File: config.mk
export PLATFORM = sky130hd
export DESIGN_NAME = loudness_gain_rider_flat
export DESIGN_NICKNAME = d
export VERILOG_FILES = /design/src/rtl/lgr_pkg.sv /design/src/rtl/lgr_stream_if.sv /design/src/rtl/lgr_front.sv /design/src/rtl/lgr_back.sv /design/src/rtl/loudness_gain_rider.sv /design/src/flat_wrapper.sv
export VERILOG_INCLUDE_DIRS = /design/src /design/src/rtl
export SDC_FILE = /design/constraint.sdc
export NUM_CORES = 2
export LEC_CHECK = 0
export BUFFER_PORTS_ARGS = -buffer_cell sky130_fd_sc_hd__clkbuf_2
export CAP_MARGIN = 20
export CORE_MARGIN = 1
export CORE_UTILIZATION = 60
export DETAILED_ROUTE_END_ITERATION = 16
export PLACE_DENSITY_LB_ADDON = 0.3
export SYNTH_ARGS = -nofsm -noshare
export SYNTH_HDL_FRONTEND = slang
export SYNTH_HIERARCHICAL = 1
export SYNTH_SLANG_ARGS = --single-unit
File: constraint.sdc
create_clock -name clk -period 13.9 [get_ports clk]
set_clock_uncertainty 0.05 [all_clocks]
set_input_delay 0.695 -clock clk [delete_from_list [all_inputs] [get_ports clk]]
set_output_delay 0.695 -clock clk [all_outputs]
set_load 0.02 [all_outputs]
File: src/rtl/loudness_gain_rider_defines.svh
// Assertion helper macros for the gain rider.
`ifndef LOUDNESS_GAIN_RIDER_DEFINES_SVH
`define LOUDNESS_GAIN_RIDER_DEFINES_SVH
`ifndef SYNTHESIS
`define LGR_ASSERT(label, clk, rst_n, prop, msg) \
    label: assert property (@(posedge clk) disable iff (!rst_n) prop) else $error(msg);
`define LGR_ASSERT_RST(label, clk, prop, msg) \
    label: assert property (@(posedge clk) prop) else $error(msg);
`else
`define LGR_ASSERT(label, clk, rst_n, prop, msg)
`define LGR_ASSERT_RST(label, clk, prop, msg)
`endif
`endif

File: src/rtl/lgr_pkg.sv
package lgr_pkg;
    localparam int SAMPLE_BITS = 14;

    localparam logic [2:0] REG_TARGET   = 3'd0;
    localparam logic [2:0] REG_THRESH   = 3'd1;
    localparam logic [2:0] REG_HYST     = 3'd2;
    localparam logic [2:0] REG_MAXCORR  = 3'd3;
    localparam logic [2:0] REG_DEADBAND = 3'd4;
    localparam logic [2:0] REG_ATTACK   = 3'd5;
    localparam logic [2:0] REG_RELEASE  = 3'd6;
endpackage

File: src/rtl/lgr_stream_if.sv
interface lgr_stream_if #(
    parameter int W = 1
);
    logic         valid;
    logic         ready;
    logic [W-1:0] data;

    modport source (output valid, output data, input ready);
    modport sink (input valid, input data, output ready);
endinterface

File: src/rtl/lgr_front.sv
module lgr_front
    import lgr_pkg::*;
#(
    parameter int LEVEL_BITS = 16,
    parameter int MAX_BLOCK  = 8192,
    parameter int QW         = LEVEL_BITS + SAMPLE_BITS
)
(
    input  logic          clk,
    input  logic          rst_n,
    input  logic          in_valid,
    output logic          in_ready,
    input  logic [LEVEL_BITS-1:0]  in_level,
    input  logic [SAMPLE_BITS-1:0] in_samples,
    output logic          q_valid,
    input  logic          q_ready,
    output logic [QW-1:0] q_data
);
    localparam logic [SAMPLE_BITS:0] MAXB = (SAMPLE_BITS+1)'(MAX_BLOCK);

    logic          full_reg, full_next;
    logic [QW-1:0] data_reg;
    logic [SAMPLE_BITS-1:0] n_sat;

    // saturate block length
    always_comb
    begin
        if ({1'b0, in_samples} > MAXB)
            n_sat = MAXB[SAMPLE_BITS-1:0];
        else
            n_sat = in_samples;
    end

    assign in_ready = !full_reg || q_ready;
    assign q_valid  = full_reg;
    assign q_data   = data_reg;

    always_comb
    begin
        full_next = full_reg;
        if (q_valid && q_ready)
            full_next = 1'b0;
        if (in_valid && in_ready)
            full_next = 1'b1;
    end

    // hold one request for the back end
    always_ff @(posedge clk or negedge rst_n)
    begin
        if (!rst_n)
            full_reg <= 1'b0;
        else
            full_reg <= full_next;
    end

    always_ff @(posedge clk)
    begin
        if (in_valid && in_ready)
            data_reg <= {in_level, n_sat};
    end
endmodule

File: src/rtl/lgr_back.sv
module lgr_back
    import lgr_pkg::*;
#(
    parameter int LEVEL_BITS = 16,
    parameter int COEFF_BITS = 16,
    parameter int QW         = LEVEL_BITS + SAMPLE_BITS
)
(
    input  logic          clk,
    input  logic          rst_n,
    input  logic          q_valid,
    output logic          q_ready,
    input  logic [QW-1:0] q_data,
    input  logic signed [LEVEL_BITS-1:0] target,
    input  logic signed [LEVEL_BITS-1:0] thresh,
    input  logic [LEVEL_BITS-2:0] hyst,
    input  logic [LEVEL_BITS-2:0] maxcorr,
    input  logic [LEVEL_BITS-2:0] deadband,
    input  logic [COEFF_BITS-1:0] attack,
    input  logic [COEFF_BITS-1:0] release_c,
    output logic          out_valid,
    input  logic          out_ready,
    output logic [LEVEL_BITS-1:0] out_gain,
    output logic          out_gate,
    output logic          out_att,
    output logic          busy
);
    localparam int LW = LEVEL_BITS + 3;
    localparam int CW = COEFF_BITS + 1;
    localparam int CNTW = $clog2(SAMPLE_BITS + 1);
    localparam logic [CW-1:0] ONE = CW'(1) << COEFF_BITS;
    localparam logic [2*CW-1:0] HALF = (2*CW)'(1) << (COEFF_BITS - 1);
    localparam logic signed [LW-1:0] GMAX = LW'((1 << (LEVEL_BITS - 1)) - 1);
    localparam logic signed [LW-1:0] GMIN = ~GMAX;

    typedef enum logic [4:0] {
        S_IDLE  = 5'b00001,
        S_SETUP = 5'b00010,
        S_POW   = 5'b00100,
        S_SCALE = 5'b01000,
        S_OUT   = 5'b10000
    } state_t;

    state_t state_reg, state_next;
    logic gate_reg, att_reg, attout_reg;
    logic signed [LEVEL_BITS-1:0] gain_reg;
    logic signed [LW-1:0] corr_reg, x_reg;
    logic [SAMPLE_BITS-1:0] n_reg;
    logic [LEVEL_BITS-1:0] lvl_reg;
    logic [CNTW-1:0] cnt_reg;
    logic [CW-1:0] acc_reg, base_reg;
    logic [LEVEL_BITS-1:0] res_reg;
    logic toggle_reg;

    logic signed [LW-1:0] lev, lev2, th2, mc, corr, agc, agg, delta, db, hy;
    logic gate_new, att_new;
    logic [2*CW-1:0] pm;
    logic [CW-1:0] mop, rnd;
    logic [LW-1:0] xmag;
    logic [LW+CW-1:0] sp;
    logic signed [LW-1:0] scaled, g;

    assign lev  = LW'($signed(lvl_reg));
    assign lev2 = lev <<< 1;
    assign th2  = LW'(thresh) <<< 1;
    assign mc   = LW'({1'b0, maxcorr});
    assign db   = LW'({1'b0, deadband});
    assign hy   = LW'({1'b0, hyst});

    // classify: gate, correction, attack choice
    always_comb
    begin
        gate_new = gate_reg;
        if (gate_reg && lev2 < th2 - hy)
            gate_new = 1'b0;
        else if (!gate_reg && lev2 > th2 + hy)
            gate_new = 1'b1;
        corr = LW'(target) - lev;
        if (corr > mc)
            corr = mc;
        if (corr < -mc)
            corr = -mc;
        agc   = corr[LW-1] ? -corr : corr;
        agg   = gain_reg[LEVEL_BITS-1] ? -LW'(gain_reg) : LW'(gain_reg);
        delta = agc - agg;
        att_new = att_reg;
        if (delta > db)
            att_new = 1'b1;
        else if (delta < -db)
            att_new = 1'b0;
    end

    // one shared multiplier: acc*base and base*base alternate
    assign mop = toggle_reg ? base_reg : acc_reg;
    assign pm  = mop * base_reg + HALF;
    assign rnd = pm[COEFF_BITS +: CW];

    // signed scale with ties away from zero
    assign xmag   = x_reg[LW-1] ? LW'(-x_reg) : LW'(x_reg);
    assign sp     = xmag * acc_reg + (LW+CW)'(HALF);
    assign scaled = x_reg[LW-1] ? -LW'(sp[LW+CW-1:COEFF_BITS])
                                : LW'(sp[LW+CW-1:COEFF_BITS]);
    always_comb
    begin
        g = gate_reg ? corr_reg + scaled : scaled;
        if (g > GMAX)
            g = GMAX;
        if (g < GMIN)
            g = GMIN;
    end

    always_comb
    begin
        state_next = state_reg;
        unique case (state_reg)
            S_IDLE:  if (q_valid) state_next = S_SETUP;
            S_SETUP: state_next = S_POW;
            S_POW:   if (toggle_reg && cnt_reg == CNTW'(SAMPLE_BITS - 1))
                         state_next = S_SCALE;
            S_SCALE: state_next = S_OUT;
            S_OUT:   if (out_ready) state_next = S_IDLE;
            default: state_next = S_IDLE;
        endcase
    end

    assign q_ready   = state_reg == S_IDLE;
    assign out_valid = state_reg == S_OUT;
    assign out_gain  = res_reg;
    assign out_gate  = gate_reg;
    assign out_att   = attout_reg;
    assign busy      = state_reg != S_IDLE;

    // advance control state
    always_ff @(posedge clk or negedge rst_n)
    begin
        if (!rst_n)
        begin
            state_reg  <= S_IDLE;
            gate_reg   <= 1'b1;
            att_reg    <= 1'b0;
            gain_reg   <= '0;
            toggle_reg <= 1'b0;
            cnt_reg    <= '0;
        end
        else
        begin
            state_reg <= state_next;
            if (state_reg == S_SETUP)
            begin
                gate_reg <= gate_new;
                if (gate_new)
                    att_reg <= att_new;
                toggle_reg <= 1'b0;
                cnt_reg    <= '0;
            end
            if (state_reg == S_POW)
            begin
                toggle_reg <= !toggle_reg;
                if (toggle_reg)
                    cnt_reg <= cnt_reg + 1'b1;
            end
            if (state_reg == S_SCALE)
                gain_reg <= g[LEVEL_BITS-1:0];
        end
    end

    // datapath; capture the whole request, the front may refill at once
    always_ff @(posedge clk)
    begin
        if (state_reg == S_IDLE)
        begin
            n_reg   <= q_data[SAMPLE_BITS-1:0];
            lvl_reg <= q_data[QW-1:SAMPLE_BITS];
        end
        if (state_reg == S_SETUP)
        begin
            corr_reg   <= corr;
            x_reg      <= gate_new ? LW'(gain_reg) - corr : LW'(gain_reg);
            base_reg   <= {1'b0, (gate_new && att_new) ? attack : release_c};
            attout_reg <= gate_new && att_new;
            acc_reg    <= ONE;
        end
        if (state_reg == S_POW)
        begin
            if (!toggle_reg)
            begin
                if (n_reg[cnt_reg[CNTW-1:0]])
                    acc_reg <= rnd;
            end
            else
                base_reg <= rnd;
        end
        if (state_reg == S_SCALE)
            res_reg <= g[LEVEL_BITS-1:0];
    end
endmodule

File: src/rtl/loudness_gain_rider.sv
// From input request to result the back end runs setup, 28 powering steps, scale and out.
// The back end takes a new request only when idle; the shared powering multiplier limits the rate.
// The front holds one queued request, so input is taken while the back end works.
// Reset (rst_n low, async): gain 0, gate open, attack off, configuration registers to defaults.
`include "loudness_gain_rider_defines.svh"
module loudness_gain_rider
    import lgr_pkg::*;
#(
    parameter int LEVEL_BITS = 16,
    parameter int COEFF_BITS = 16,
    parameter int MAX_BLOCK  = 8192
)
(
    input  logic clk,
    input  logic rst_n,
    lgr_stream_if.sink   in_ch,
    lgr_stream_if.sink   cfg,
    lgr_stream_if.source out_ch
);
    localparam int QW = LEVEL_BITS + SAMPLE_BITS;

    logic signed [LEVEL_BITS-1:0] target_reg, thresh_reg;
    logic [LEVEL_BITS-2:0] hyst_reg, maxcorr_reg, deadband_reg;
    logic [COEFF_BITS-1:0] attack_reg, release_reg;
    logic q_valid, q_ready, busy;
    logic [QW-1:0] q_data;
    logic [LEVEL_BITS-1:0] o_gain;
    logic o_gate, o_att;

    assign cfg.ready = 1'b1;

    // write configuration
    always_ff @(posedge clk or negedge rst_n)
    begin
        if (!rst_n)
        begin
            target_reg   <= LEVEL_BITS'(-5888);
            thresh_reg   <= LEVEL_BITS'(-15360);
            hyst_reg     <= (LEVEL_BITS-1)'(1536);
            maxcorr_reg  <= (LEVEL_BITS-1)'(3072);
            deadband_reg <= (LEVEL_BITS-1)'(256);
            attack_reg   <= COEFF_BITS'(65471);
            release_reg  <= COEFF_BITS'(65533);
        end
        else if (cfg.valid)
        begin
            unique case (cfg.data[LEVEL_BITS+COEFF_BITS +: 3])
                REG_TARGET:   target_reg   <= cfg.data[LEVEL_BITS-1:0];
                REG_THRESH:   thresh_reg   <= cfg.data[LEVEL_BITS-1:0];
                REG_HYST:     hyst_reg     <= cfg.data[LEVEL_BITS-2:0];
                REG_MAXCORR:  maxcorr_reg  <= cfg.data[LEVEL_BITS-2:0];
                REG_DEADBAND: deadband_reg <= cfg.data[LEVEL_BITS-2:0];
                REG_ATTACK:   attack_reg   <= cfg.data[COEFF_BITS-1:0];
                REG_RELEASE:  release_reg  <= cfg.data[COEFF_BITS-1:0];
                default: ;
            endcase
        end
    end

    lgr_front #(.LEVEL_BITS(LEVEL_BITS), .MAX_BLOCK(MAX_BLOCK), .QW(QW)) u_front (
        .clk(clk), .rst_n(rst_n),
        .in_valid(in_ch.valid), .in_ready(in_ch.ready),
        .in_level(in_ch.data[QW-1:SAMPLE_BITS]),
        .in_samples(in_ch.data[SAMPLE_BITS-1:0]),
        .q_valid(q_valid), .q_ready(q_ready), .q_data(q_data)
    );

    lgr_back #(.LEVEL_BITS(LEVEL_BITS), .COEFF_BITS(COEFF_BITS), .QW(QW)) u_back (
        .clk(clk), .rst_n(rst_n),
        .q_valid(q_valid), .q_ready(q_ready), .q_data(q_data),
        .target(target_reg), .thresh(thresh_reg), .hyst(hyst_reg),
        .maxcorr(maxcorr_reg), .deadband(deadband_reg),
        .attack(attack_reg), .release_c(release_reg),
        .out_valid(out_ch.valid), .out_ready(out_ch.ready),
        .out_gain(o_gain), .out_gate(o_gate), .out_att(o_att), .busy(busy)
    );

    assign out_ch.data = {o_gain, o_gate, o_att};

    `LGR_ASSERT(a_att_needs_gate, clk, rst_n, out_ch.valid && o_att |-> o_gate, "attack with gate closed")
    `LGR_ASSERT(a_take_idle, clk, rst_n, q_valid && q_ready |-> !busy, "queue pop while busy")
    `LGR_ASSERT_RST(a_rst_gate, clk, !rst_n |=> !out_ch.valid, "output valid after reset")
endmodule

File: src/flat_wrapper.sv
// flat-port wrapper written by rule: the top's interface ports become plain ports
module loudness_gain_rider_flat import lgr_pkg::*;
#(
    parameter int LEVEL_BITS = 16,
    parameter int COEFF_BITS = 16,
    parameter int MAX_BLOCK  = 8192
)
  (clk, rst_n, in_ch_valid, in_ch_data, in_ch_ready, cfg_valid, cfg_data, cfg_ready, out_ch_valid, out_ch_data, out_ch_ready);
  lgr_stream_if #(.W(((16) + SAMPLE_BITS))) in_ch_i ();
  lgr_stream_if #(.W((3 + 32))) cfg_i ();
  lgr_stream_if #(.W(((16) + 2))) out_ch_i ();
  input  logic clk;
  input  logic rst_n;
  input wire logic [$bits(in_ch_i.valid)-1:0] in_ch_valid;
  input wire logic [$bits(in_ch_i.data)-1:0] in_ch_data;
  output wire logic [$bits(in_ch_i.ready)-1:0] in_ch_ready;
  input wire logic [$bits(cfg_i.valid)-1:0] cfg_valid;
  input wire logic [$bits(cfg_i.data)-1:0] cfg_data;
  output wire logic [$bits(cfg_i.ready)-1:0] cfg_ready;
  output wire logic [$bits(out_ch_i.valid)-1:0] out_ch_valid;
  output wire logic [$bits(out_ch_i.data)-1:0] out_ch_data;
  input wire logic [$bits(out_ch_i.ready)-1:0] out_ch_ready;
  assign in_ch_i.valid = in_ch_valid;
  assign in_ch_i.data = in_ch_data;
  assign in_ch_ready = in_ch_i.ready;
  assign cfg_i.valid = cfg_valid;
  assign cfg_i.data = cfg_data;
  assign cfg_ready = cfg_i.ready;
  assign out_ch_valid = out_ch_i.valid;
  assign out_ch_data = out_ch_i.data;
  assign out_ch_i.ready = out_ch_ready;
  loudness_gain_rider #(.LEVEL_BITS(LEVEL_BITS), .COEFF_BITS(COEFF_BITS), .MAX_BLOCK(MAX_BLOCK)) u_core (.clk(clk), .rst_n(rst_n), .in_ch(in_ch_i), .cfg(cfg_i), .out_ch(out_ch_i));
endmodule
; ---- Word-level counts from Yosys, hierarchy flattened
; Cells that the tools add are included.
[word_totals]
reg_bits = 287
out_inout_bits = 21
input_bits = 70
wordCells = 124
[op_classes]
reduce_logical = 22
muxes = 36
add_sub_neg = 15
order_cmp = 10
multipliers = 2
n_eq_ne = 15
[ops]
columns = op, count
row1 = $mux W19, 9
row2 = $mux W17, 8
row3 = $neg A19 Y19, 3
row4 = $lt A19 B19 Y1, 2
row5 = $neg A15 Y19, 2
row6 = $add A35 B16 Y35 const B, 1
row7 = $mul A19 B17 Y35, 1
row8 = $add A33 B16 Y33 const B, 1
row9 = $mul A17 B17 Y33, 1
row10 = $mux W16, 2
row11 = $pmux W5 S5, 1
row12 = $add A19 B19 Y19, 1
row13 = $gt A19 B16 Y1, 1
row14 = $gt A19 B16 Y1 const B, 1
row15 = $lt A19 B16 Y1 const B, 1
row16 = $neg A16 Y19, 1
row17 = $sub A16 B19 Y19, 1
row18 = $sub A19 B19 Y19, 1
row19 = $add A17 B16 Y18, 1
row20 = $gt A17 B18 Y1, 1
row21 = $lt A17 B18 Y1, 1
row22 = $sub A17 B16 Y18, 1
row23 = $gt A17 B16 Y1, 1
row24 = $sub A16 B16 Y17, 1
row25 = 25 further kinds, 56

; ---- Longest topological paths before layout
[depth]
word_depth = 16
depth_mapped = 64
mapped_depth_nobuf = 59

; ---- Modules after synthesis
; The synthesis kept the hierarchy.
[modules_own_cells]
columns = mod, area_per_inst_um2, cells_per_inst, seq_area_each_um2, instances
row1 = lgr_back, 34785.9, 4004, 3936.3, 1
row2 = loudness_gain_rider, 4284.1, 243, 2781.4, 1
row3 = lgr_front, 1069.8, 49, 925.9, 1

; ---- Worst setup path after synthesis
; OpenSTA, ideal clock, no wires.
[synth_path]
path_kind = register to register
from = register u_core.u_back.lvl_reg[4]
to = register u_core.u_back.base_reg[10]
setup_slack_ns = 1.672
synth_period_minus_slack_ns = 12.228
n_path_buf = 5
path_stages_with_launch = 58
required_time_ns = 13.712
setup_time_ns = 0.138
arrival_ns = 12.041
path_cell_list = edfxtp_1 > inv_1 > ha_1 > a2111oi_0 > o21ai_0 > a21oi_1 > o21ai_0 > a21o_1 > a21oi_1 > xnor2_1 > ha_1 > and4_1 > nand3_1 > nor2_1 > a21oi_1 > a22o_1 > a31oi_2 > clkbuf_1 > [... 22 more ...] > and3_1 > o21ai_1 > a21oi_1 > xor2_1 > ha_1 > a21o_1 > nor3_1 > o21ai_0 > nand2_1 > o221ai_1 > a311oi_1 > a31oi_1 > a211oi_1 > o41ai_1 > nand2_1 > clkbuf_1 > mux2i_1 > o221ai_1
[synth_via]
elab_chain_len = 16
elab_cells_between_ends = 23
cone_classes = 3 x add/sub / 6 x order compare / 11 x mux / 3 x reduce/logical
[synth_rtl]
columns = element, line
row1 = from (decl), lgr_back.sv:49  ; logic [LEVEL_BITS-1:0] lvl_reg;
row2 = from (signal assigned), lgr_back.sv:173  ; lvl_reg <= q_data[QW-1:SAMPLE_BITS];
row3 = $sub A16 B16 Y17, lgr_back.sv:78  ; corr = LW'(target) - lev;
row4 = $gt A17 B16 Y1, lgr_back.sv:79  ; if (corr > mc)
row5 = $mux W19, lgr_back.sv:79
row6 = $lt A19 B19 Y1, lgr_back.sv:81  ; if (corr < -mc)
row7 = $mux W19, lgr_back.sv:81
row8 = $neg A19 Y19, lgr_back.sv:83  ; agc = corr[LW-1] ? -corr : corr;
row9 = $mux W19, lgr_back.sv:83
row10 = $sub A19 B19 Y19, lgr_back.sv:85  ; delta = agc - agg;
row11 = $lt A19 B19 Y1, lgr_back.sv:89  ; else if (delta < -db)
row12 = $mux W1, lgr_back.sv:89
row13 = $mux W1, lgr_back.sv:87  ; if (delta > db)
row14 = $logic_and A1 B1 Y1 *, lgr_back.sv:179  ; base_reg <= {1'b0, (gate_new && att_new) ? attack : release_c};
row15 = $mux W16 *, lgr_back.sv:179
row16 = $mux W17 *, lgr_back.sv:175  ; if (state_reg == S_SETUP)
row17 = $mux W17, lgr_back.sv:185  ; if (!toggle_reg)
row18 = $mux W17 *, lgr_back.sv:183  ; if (state_reg == S_POW)
row19 = to (signal assigned), lgr_back.sv:179
row20 = to (signal assigned), lgr_back.sv:191  ; base_reg <= rnd;
row21 = to (decl), lgr_back.sv:51  ; logic [CW-1:0] acc_reg, base_reg;
; Mark *: on every way between the ends. The rest lies on a longest branch, timed or not.
; A chain may end at the register's enable or synchronous reset.

; ---- Final worst setup path
; Same ends and word-level chain as after synthesis.

==> results.cfg <==
[route]
detail_route.wl_per_cell_um = 18.60
num_vias = 29860
vias_per_cell = 5.771
drc = 2
final_antenna_net_count = 0
first_pass_iters = 12
dr.first_iter.drc_count = 2225
wl_um = 96240

[timing]
finalMaxSlewViolations = 0
max-slew-margin-rel_pct = 25.22
rsz0062_at_grt = false
period_minus_slack_ps = 12870
hold_violations = 0
fmax_ghz = 0.07772
period_share_pct = 92.57
final-setup-viol-count = 0
max_slew.worst_pin.slew_ps = 1120
fin_tns_setup_ps = 0

[die]
die_area_um2 = 67940
die_y_um = 260.7
num_rows = 94
num_io_pins = 91
die_w_um = 260.7
coreArea_um2 = 65980
start_util_pct = 60.84

[synth]
synth_top_area_share_pct = 23.99
synth_area_per_cell_um2 = 9.344
synth_seq_area_share_pct = 19.04
synthArstFlopShare_pct = 48.08
ys_top_cells_by_area = fa_1, ha_1, edfxtp_1, inv_1, dfrtp_1
ys_ff_latch = 287
yosysUniqueCellTypes = 108
yosys.area.top_type = fa_1
synthTopCellsByCount = inv_1, fa_1, nand2_1
synth_area_um2 = 40140
synth_edf_count = 115
synthFlopType = edfxtp_1
syn_inst = 4296
yosysMostFrequentCell = inv_1
ys_warn_count = 6

[run_status]
violations = DRC
outcome = complete, but fails checks

[finish]
num-fill-cells = 5435
post-route-util_pct = 64.48
fin_area_um2 = 42550
fin_nets = 5266
syn_to_final_growth_pct = 5.994
largest_reg_flops = 30
multi_input_area_um2 = 29220
seqCellArea_um2 = 7644
drive_above_1_share_pct = 10.68

[clock_tree]
cts_buffers = 28
htreeDepth = 1
cts.reportedPaths.clkPinSlew_ps = 70
cts_root_buf = clkbuf_16
tritoncts = done
ctsLongestPathBuffers = 3
clock_latency_ps = 600
clock-sinks = 287

[worst_setup_path]
critPathCaptureType = flop
crit_slowest_cell = a2111oi_1
required_ps = 14300
cpPeakStageDelay_ps = 570
crit_fanout = 17
path_common_cell = a21oi_1
startpoint_type = flop
crit_arrival_ps = 13270
crit_type = flop to flop

[global_route]
grt_pass1_wl_um = 158100
grt_pass1_vias = 30910
antenna_found_initial = 1
grt_util_all_layers_pct = 29.36
globalRouteOverflowTotal = 0
grt_max_degree = 79

[placement]
gp_congestion = 0.9123
post_dp_cell_area_um2 = 41410
io_buffers = 73
dp_hpwl_um = 74690

[min_path]
hp-class = input pin to asynchronous set/reset pin

[job]
maxCapViolCount = 0
==> cell families after synthesis <==
logic type / Yosys count / synth area share [%]
DFF: 287 / 19.04
AOI/OAI and AO/OA: 617 / 10.06
xor gates and xnor gates: 198 / 4.339
muxes: 179 / 5.096
buffers and inverters: 886 / 8.491
and+or+nand+nor: 1218 / 15.63
other: 2 / 0.01871
adders and majority gates: 909 / 37.33
==> cell type report <==
type	count	share of cell area (%)
antenna	1	0.005882
clock buffer	30	1.688
clock inverter	22	0.9146
inverter	716	6.317
multi-input combinational	3124	68.67
sequential	287	17.97
tap	864	2.541
timing repair buffer	130	1.897
==> layer usage <==
layer	wire length [µm]	share of wire, %	track usage [%]	vias to the layer above
met5	0	0	0	-
met4	3523	3.7	10.45	0
met3	5814	6.0	3.166	188
met2	46650	48	50.73	946
met1	40250	42	38.20	14730
li1	-	-	-	14000
==> cell usage in the layout, fill, tap and decap left out, types with 10 or more instances in the layout <==
cell type / instances
xnor2_1: 137
dfrtp_1: 93
nor2_1: 131
mux2_4: 10
edfxtp_1: 115
or3_1: 29
nor3_1: 62
a211o_1: 16
a21oi_1: 162
nor2b_1: 30
nand2b_1: 26
nand2_1: 441
or2_2: 18
o21a_1: 57
a211oi_1: 17
buf_4: 56
fa_1: 481
dfstp_2: 45
clkbuf_16: 28
o221ai_1: 18
o31ai_1: 14
a31o_2: 10
and2_1: 307
mux2_2: 133
a31oi_1: 19
nand3_1: 58
inv_1: 713
nor4_1: 12
o21bai_1: 14
ha_1: 428
clkbuf_2: 72
a21o_1: 41
dfxtp_1: 34
mux2i_1: 33
o21ai_0: 152
xor2_1: 50
and3_1: 11
nand4_1: 21
a21boi_0: 13
==> final timing paths <==
path | from | to | slack [ps] | depth (start not counted)
max in group asynchronous | rst_n | u_core/maxcorr_reg[1]$_DFFE_PN0P_ | 12420 | 2
hold / removal | rst_n | u_core/u_back/gain_reg[0]$_DFFE_PN0P_ | 110 | 1
setup reg to reg | u_core/u_back/lvl_reg[4]$_DFFE_PP_ | u_core/u_back/base_reg[10]$_DFF_P_ | 1030 | 55
hold reg to reg | u_core/u_front/q_data[1]$_SDFFCE_PN0P_ | u_core/u_back/n_reg[1]$_DFFE_PP_ | 360 | 0
min in group clk | in_ch_data[15] | u_core/u_front/q_data[15]$_DFFE_PP_ | 220 | 1
setup / recovery | u_core/u_back/lvl_reg[4]$_DFFE_PP_ | u_core/u_back/base_reg[10]$_DFF_P_ | 1030 | 55
==> through the flow <==
step	hold slack (ps)	setup slack (ps)	cells
floorplan	349.4	1672	4297
global placement	351.5	1132	5120
detailed placement	354.5	927.8	5120
CTS	108.2	843.9	5172
global route	161.4	9.625	5174
finish	105.8	1033	5174
==> worst max-delay path, delay by kind of cell, from the launching register on <==
kind            cells  cell delay (ps)
flops               1              430
compound gates     27             5650
simple gates       13             2590
xor+xnor            3              540
mux                 2              670
buf+inv             4              910
fa+ha+maj           6             1810
==> repair_timing <==
| action | CTS | global route |
|---|---|---|
| hold buffers | 0 | 0 |
| buffers inserted | 0 | 0 |
| endpoints found under the setup margin | 0 | 17 |
| resized for setup | 0 | 3 |
Power is not shown: default switching activity piles up to over one toggle a cycle in this logic, so the estimate is an artifact.
